==> config.mk <==
export PLATFORM = sky130hd
export DESIGN_NAME = kfsc_count_store
export DESIGN_NICKNAME = d
export VERILOG_FILES = /design/src/kfsc_pkg.sv /design/src/kfsc_count_store.sv
export SDC_FILE = /design/constraint.sdc
export NUM_CORES = 2
export LEC_CHECK = 0
export BUFFER_PORTS_ARGS = -buffer_cell sky130_fd_sc_hd__buf_2
export CORE_MARGIN = 2
export CORE_UTILIZATION = 50
export CTS_BUF_LIST = sky130_fd_sc_hd__clkbuf_16
export CTS_CLUSTER_DIAMETER = 150
export CTS_CLUSTER_SIZE = 24
export DETAILED_ROUTE_END_ITERATION = 7
export HOLD_SLACK_MARGIN = 0.08
export PLACE_DENSITY = 0.64
export RECOVER_POWER = 25
export SETUP_SLACK_MARGIN = 0.1
export SYNTH_ARGS = -nofsm -noshare
export SYNTH_HDL_FRONTEND = slang
export SYNTH_SLANG_ARGS = --single-unit
==> constraint.sdc <==
create_clock -name clock -period 2.66 [get_ports clock]
set_input_delay 0.133 -clock clock [delete_from_list [all_inputs] [get_ports clock]]
set_output_delay 0.133 -clock clock [all_outputs]
set_load 0.03 [all_outputs]
==> src/kfsc_pkg.sv <==
// shared types and constants for the k-frequency substring counter
// no dependencies; used by every module of the block

package kfsc_pkg;

   localparam int SYMBOL_W   = 8;
   localparam int CNT_W      = 5;
   localparam int K_W        = 5;
   localparam int ENDING_W   = 32;
   localparam int TOTAL_W    = 48;
   localparam int RSP_DATA_W = ENDING_W + TOTAL_W;

   localparam logic [CNT_W-1:0] CNT_MAX = '1;
   localparam logic [K_W-1:0]   K_RESET = K_W'(2);

   typedef enum logic [2:0] {
      ST_IDLE,
      ST_PUSH,
      ST_COUNT,
      ST_DROP_RD,
      ST_DROP_WR,
      ST_FINISH
   } state_type;

   typedef struct packed {
      logic rd_en;
      logic wr_en;
      logic clear;
   } cnt_cmd_type;

   typedef struct packed {
      logic rd_en;
      logic wr_en;
   } ring_cmd_type;

endpackage

==> src/kfsc_count_store.sv <==
// per-symbol occurrence counts: synchronous memory with a registered read
// a valid bit per entry makes a cleared entry read as zero; uses kfsc_pkg

module kfsc_count_store #(
   parameter int SYMBOLS = 256
) (
   input  logic                         clock,
   input  logic                         reset,
   input  kfsc_pkg::cnt_cmd_type        cmd,
   input  logic [$clog2(SYMBOLS)-1:0]   rd_addr,
   input  logic [$clog2(SYMBOLS)-1:0]   wr_addr,
   input  logic [kfsc_pkg::CNT_W-1:0]   wr_data,
   output logic [kfsc_pkg::CNT_W-1:0]   rd_data
);

   logic [kfsc_pkg::CNT_W-1:0] cnt_mem [SYMBOLS];
   logic [SYMBOLS-1:0]         valid_ff;
   logic [kfsc_pkg::CNT_W-1:0] rd_data_ff;
   logic                       rd_valid_ff;

   always_ff @(posedge clock) begin
      if (cmd.wr_en) begin
         cnt_mem[wr_addr] <= wr_data;
      end
      if (cmd.rd_en) begin
         rd_data_ff <= cnt_mem[rd_addr];
      end
   end

   // clearing all valid bits at once restarts every count
   always_ff @(posedge clock) begin
      if (reset || cmd.clear) begin
         valid_ff    <= '0;
         rd_valid_ff <= 1'b0;
      end else begin
         if (cmd.wr_en) begin
            valid_ff[wr_addr] <= 1'b1;
         end
         if (cmd.rd_en) begin
            rd_valid_ff <= valid_ff[rd_addr];
         end
      end
   end

   assign rd_data = rd_valid_ff ? rd_data_ff : '0;

endmodule

Word level (Yosys, flattened, before mapping)
Memory sizes are Yosys's and may differ from the RTL's. A register that Yosys moved wholly into a read port is not among the register bits.
Cells that the tools add are included.
{ "word_totals": {"reg_bits": 257, "latch_bits": 0, "mem_bits_rw": 1280, "rom_bits": 0, "memories": 1} }
{ "classes": {"add_sub_neg": 0, "n_mul": 0, "n_div": 0, "order_cmp": 3, "n_eq_ne": 0, "shift": 0, "n_mux": 7, "n_bitwise": 1, "reduce_logical": 2} }
{ "mem_list": {"columns": ["memory", "words", "width", "rd", "rd_clocked_by_memory_dff", "write_ports", "line_no", "source"], "rows": [
  ["cnt_mem", 256, 5, 1, 1, 1, "kfsc_count_store.sv:16", "logic [kfsc_pkg::CNT_W-1:0] cnt_mem [SYMBOLS];"]
]} }
{ "ops": {"columns": ["operator", "n"], "rows": [
  ["$or A256 B256 Y256", 1],
  ["$lt A8 B9 Y1 const B", 2],
  ["$bmux W1 S8", 1],
  ["$demux W1 S8", 1],
  ["$ge A8 B1 Y1 const B", 1],
  ["$mux W5", 1],
  ["$mux W1", 4],
  ["$logic_and A1 B1 Y1", 1],
  ["$logic_or A1 B1 Y1", 1]
]} }

Longest topological paths before layout
{ "logic_depth": {"word_depth": 5, "depth_mapped": 11, "ltp_nobuf": 6} }

Worst setup path before layout
No wires, ideal clock.
{ "synth_timing": {"kind": "input port to flip-flop", "from": "input port rd_addr[0]", "to": "register rd_data_ff[3] in the netlist's numbering, read port of cnt_mem, data pin", "arrival_ps": 2068, "t_required_ps": 2395, "slack_ps": 327, "cell_stages": 9, "n_path_buf": 3, "path_cell_list": "buf_6 buf_2 buf_2 mux4_2 a22oi_1 a21oi_1 nor4_1 nor2_1 or3_1"} }
{ "synth_lines": {"columns": ["element", "line_no", "source"], "rows": [
  ["from (decl)", "kfsc_count_store.sv:10", "input logic [$clog2(SYMBOLS)-1:0] rd_addr,"],
  ["to (decl)", "kfsc_count_store.sv:18", "logic [kfsc_pkg::CNT_W-1:0] rd_data_ff;"]
]} }

==> impl_summary.md <==
Status
The flow ran to the end, but the final reports show violations. The checks that failed: max-capacitance violations, max-slew violations.

Timing
The shortest clock period the worst path allows after layout is 2558 ps. The worst pin sits at a relative slew slack of -0.6771. The highest achievable clock rate is 0.3910 GHz.

Setup repair after global routing could not meet its margin everywhere. The final number of max-transition violations is 326. The final worst clock skew is 32.99 ps. At the pin with the least slew margin, the transition time is 2516 ps. Setup total negative slack on the finished layout was measured at 0 ps. The final worst-path cycle share is 0.9615. The final-report hold violation count came to 0. Setup violations remaining at the end of the flow were counted as 0.

Routing
Wires add up to 147900 um. For this run, design rule violations remaining after detail routing come to 0. The count of antenna-violating nets left after detailed routing is 0. The detailed-route vias per instance is 6.279. For this block, the via count after detailed routing is 31029. The DRC violation total after the first TritonRoute iteration is 3739. Dividing the detail-routed wire length by the instance count gives 29.92 um. The first TritonRoute pass finished after 6 iterations.

Critical path
Data arrives at the worst endpoint at 3010 ps. The highest net fanout along the worst path is 1. The critical path class is reg2reg. The endpoint type of the worst setup path is a flip-flop. At the worst endpoint, the required time is 3110 ps.

STA classifies the critical path startpoint as a flip-flop.

Place
Routability-driven placement finished with a final weighted congestion of 0.8963. The HPWL after detailed placement is 99080 um. Including well taps, the total number of placed cells is 4787. The total of buffers placed on input and output ports is 30.

GRT
The overall fraction of global-route tracks in use is 0.2455. The number of global-route vias before repair is 31592. The maximum number of pins on one net before global-route repair is 118. The number of antenna violations at the first check in global routing is 15. The global-route wire length before repair is 215400 um. The sum of overflow across all layers after global routing is 0.

Floorplanning
The floorplan step defined a die boundary enclosing 121000 um^2. The vertical die dimension is 347.9 um. The region available for standard cell placement spans 117600 um^2. The initial utilization of the core area, before any placement, comes to 0.5027. The chip width is 347.9 um. The boundary pin count is 31. Row generation in the floorplan step produced 126 rows.

Clock network
The setup fix buffers added after clock tree synthesis is 0. The sink count of the clock tree is 1542. The cell sitting at the root of the clock tree is a sky130_fd_sc_hd__clkbuf_16.

The later-pin clock latency in the skew report is 690 ps. The clock passes through at most 3 buffers. In this run, CTS created clock tree buffers numbering 74. The H-tree depth is 3.

The clock transition time at the flip-flop clock pins of the worst setup and hold paths is 110 ps. The clock tree from TritonCTS is done.

Final layout
After the last flow step, the layout net total stands at 3364. The share of cells above drive strength 1 is 0.2464. Summing all multi-input logic gate instances after layout gives 14740 um^2.

From synthesis to final layout, the design area changed by 11.42%. The finished layout holds 4942 standard cells, fillers aside. Across the whole layout, storage elements account for 43730 um^2.

The fill cell instance count of the final layout is 8886.

Yosys
By area, the combinational part of the netlist is dominated by multiplexers. The share of the synthesized area in the top cell type is 0.6527. The basic-gate share of the synthesized area counting and, or, nand and nor cells is 0.03215. During synthesis, Yosys emitted a total of 0 warnings.

Synthesis handed over a netlist of 3132 instances. Ranked by instance count, the synthesized netlist is headed by sky130_fd_sc_hd__edfxtp_1 (1285), sky130_fd_sc_hd__mux4_2 (373), sky130_fd_sc_hd__nor2_1 (304). The share of synthesized area spent on multiplexers is 0.1469.

By area the synthesized netlist is led by sky130_fd_sc_hd__edfxtp_1 (65%), sky130_fd_sc_hd__mux4_2 (14%), sky130_fd_sc_hd__dfxtp_1 (8.7%). In the post-synthesis netlist, the cell with the most instances is sky130_fd_sc_hd__edfxtp_1. The number of synthesized flops with an enable pin is 1285. The synthesized cell area is 59120 um^2. The number of unique standard cell types used by synthesis is 46.

The synthesized-area fraction occupied by ao, oa, aoi and oai cells is 0.06457. The commonest register cell after synthesis is sky130_fd_sc_hd__edfxtp_1. Of the total synthesized cell area, the portion taken by full adders, half adders and majority gates is 0.

sky130_fd_sc_hd__edfxtp_1 takes more of the synthesized area than any other cell. The average instance in the mapped netlist occupies 18.88 um^2. After synthesis the netlist holds a flip-flop and latch count of 1542. The share of flip-flops with an asynchronous set or reset after synthesis is 0.

The net count of the mapped netlist is 3158. The area share of xor/xnor cells in the synthesized design is 0. For this run, the register share of the synthesized area comes to 0.7397.

Flow run
The tool flagged a number of max-cap violations equal to 4.

Pwr
The standby leakage power is 0.02072 uW. The peak supply drop is 0.0004642 V. Dividing total power by cell area gives a power density of 632.6 nW/um^2.

Hold path
The tightest min-delay check is of the in2reg type.
-- power breakdown --
| group | internal, uW | switching [uW] |
|---|---|---|
| Combinational | 1050 | 1600 |
| Sequential | 26200 | 17.1 |
| Clock | 5440 | 7400 |
| Total | 32600 | 9020 |
-- repair_timing --
| item | CTS | global route |
|---|---|---|
| cloned | 0 | 0 |
| endpoints found under the setup margin | 5 | 5 |
| resized for setup | 24 | 34 |
| hold buffers | 11 | 0 |
| hold endpoints to repair | 276 | 0 |
| pin swaps | 6 | 16 |
-- logic make-up after synthesis --
| logic type | count (synthesis) |
|---|---|
| buffers and inverters | 214 |
| AO/OA/AOI/OAI | 537 |
| multiplexers | 401 |
| flip-flops | 1542 |
| AND/OR/NAND/NOR | 438 |
-- worst max-delay path, stage by stage (launching register included) --
cell                       delay [ps]
sky130_fd_sc_hd__edfxtp_1         390
sky130_fd_sc_hd__mux4_2           490
sky130_fd_sc_hd__a22oi_2          240
sky130_fd_sc_hd__a21oi_1          150
sky130_fd_sc_hd__nor4_4           390
sky130_fd_sc_hd__buf_4            180
sky130_fd_sc_hd__o22ai_1          110
sky130_fd_sc_hd__or3_1            390
-- layout make-up --
| type | count | share of cell area |
|---|---|---|
| well taps | 1536 | 0.02917 |
| clock buffers | 79 | 0.03001 |
| multi-input cells | 1376 | 0.2238 |
| inverters | 4 | 0.0002279 |
| flip-flops and latches | 1542 | 0.6639 |
| repair buffers | 340 | 0.04904 |
| clock inverters | 56 | 0.003514 |
| diodes | 9 | 0.0003419 |
-- registers in the layout, indices dropped and copies added (netlist names) --
name / cells
cnt_mem: 1280
valid_ff: 256
rd_data_ff: 5
rd_valid_ff: 1
-- worst paths after layout --
check	endpoint	start	cells after the start	slack, ps
min	rd_valid_ff	rd_addr[6]	4	140
max reg2reg	rd_data_ff[2]	cnt_mem[222][2]	7	100
max	rd_data_ff[2]	cnt_mem[222][2]	7	100
min reg2reg	valid_ff[14]	valid_ff[14]	1	470
-- cell usage in the layout (no fill, tap or decap), types with 60 or more instances in the layout --
master	instances
sky130_fd_sc_hd__buf_4	225
sky130_fd_sc_hd__dfxtp_1	257
sky130_fd_sc_hd__o21a_1	241
sky130_fd_sc_hd__a21oi_1	72
sky130_fd_sc_hd__buf_12	60
sky130_fd_sc_hd__clkbuf_16	79
sky130_fd_sc_hd__nor2_1	302
sky130_fd_sc_hd__mux4_2	373
sky130_fd_sc_hd__a22oi_1	141
sky130_fd_sc_hd__edfxtp_1	1285
-- through the flow --
step | cell area (um^2) | power (uW) | setup slack, ps | util | hold slack (ps)
after CTS | 65800 | 41830 | 65.81 | 0.5595 | 101.4
after global placement | 63330 | 29240 | -965.7 | 0.5384 | 440.2
after global routing | 65860 | 42750 | 100.0 | 0.5600 | 160.5
final | 65870 | 41670 | 102.4 | 0.5601 | 142.1
after detailed placement | 63330 | 29290 | -998.1 | 0.5384 | 447.6
after floorplan | 59120 | 27960 | 326.7 | - | 231.9
-- layer usage --
metal | track usage | part of all wire | up-vias
li1 | - | - | 13067
met1 | 0.3441 | 0.40 | 16343
met2 | 0.3855 | 0.48 | 1390
met3 | 0.05936 | 0.093 | 219
met4 | 0.07262 | 0.029 | 10
met5 | 0 | 0.00038 | -
Note: power is estimated with default switching activity, not from simulation.
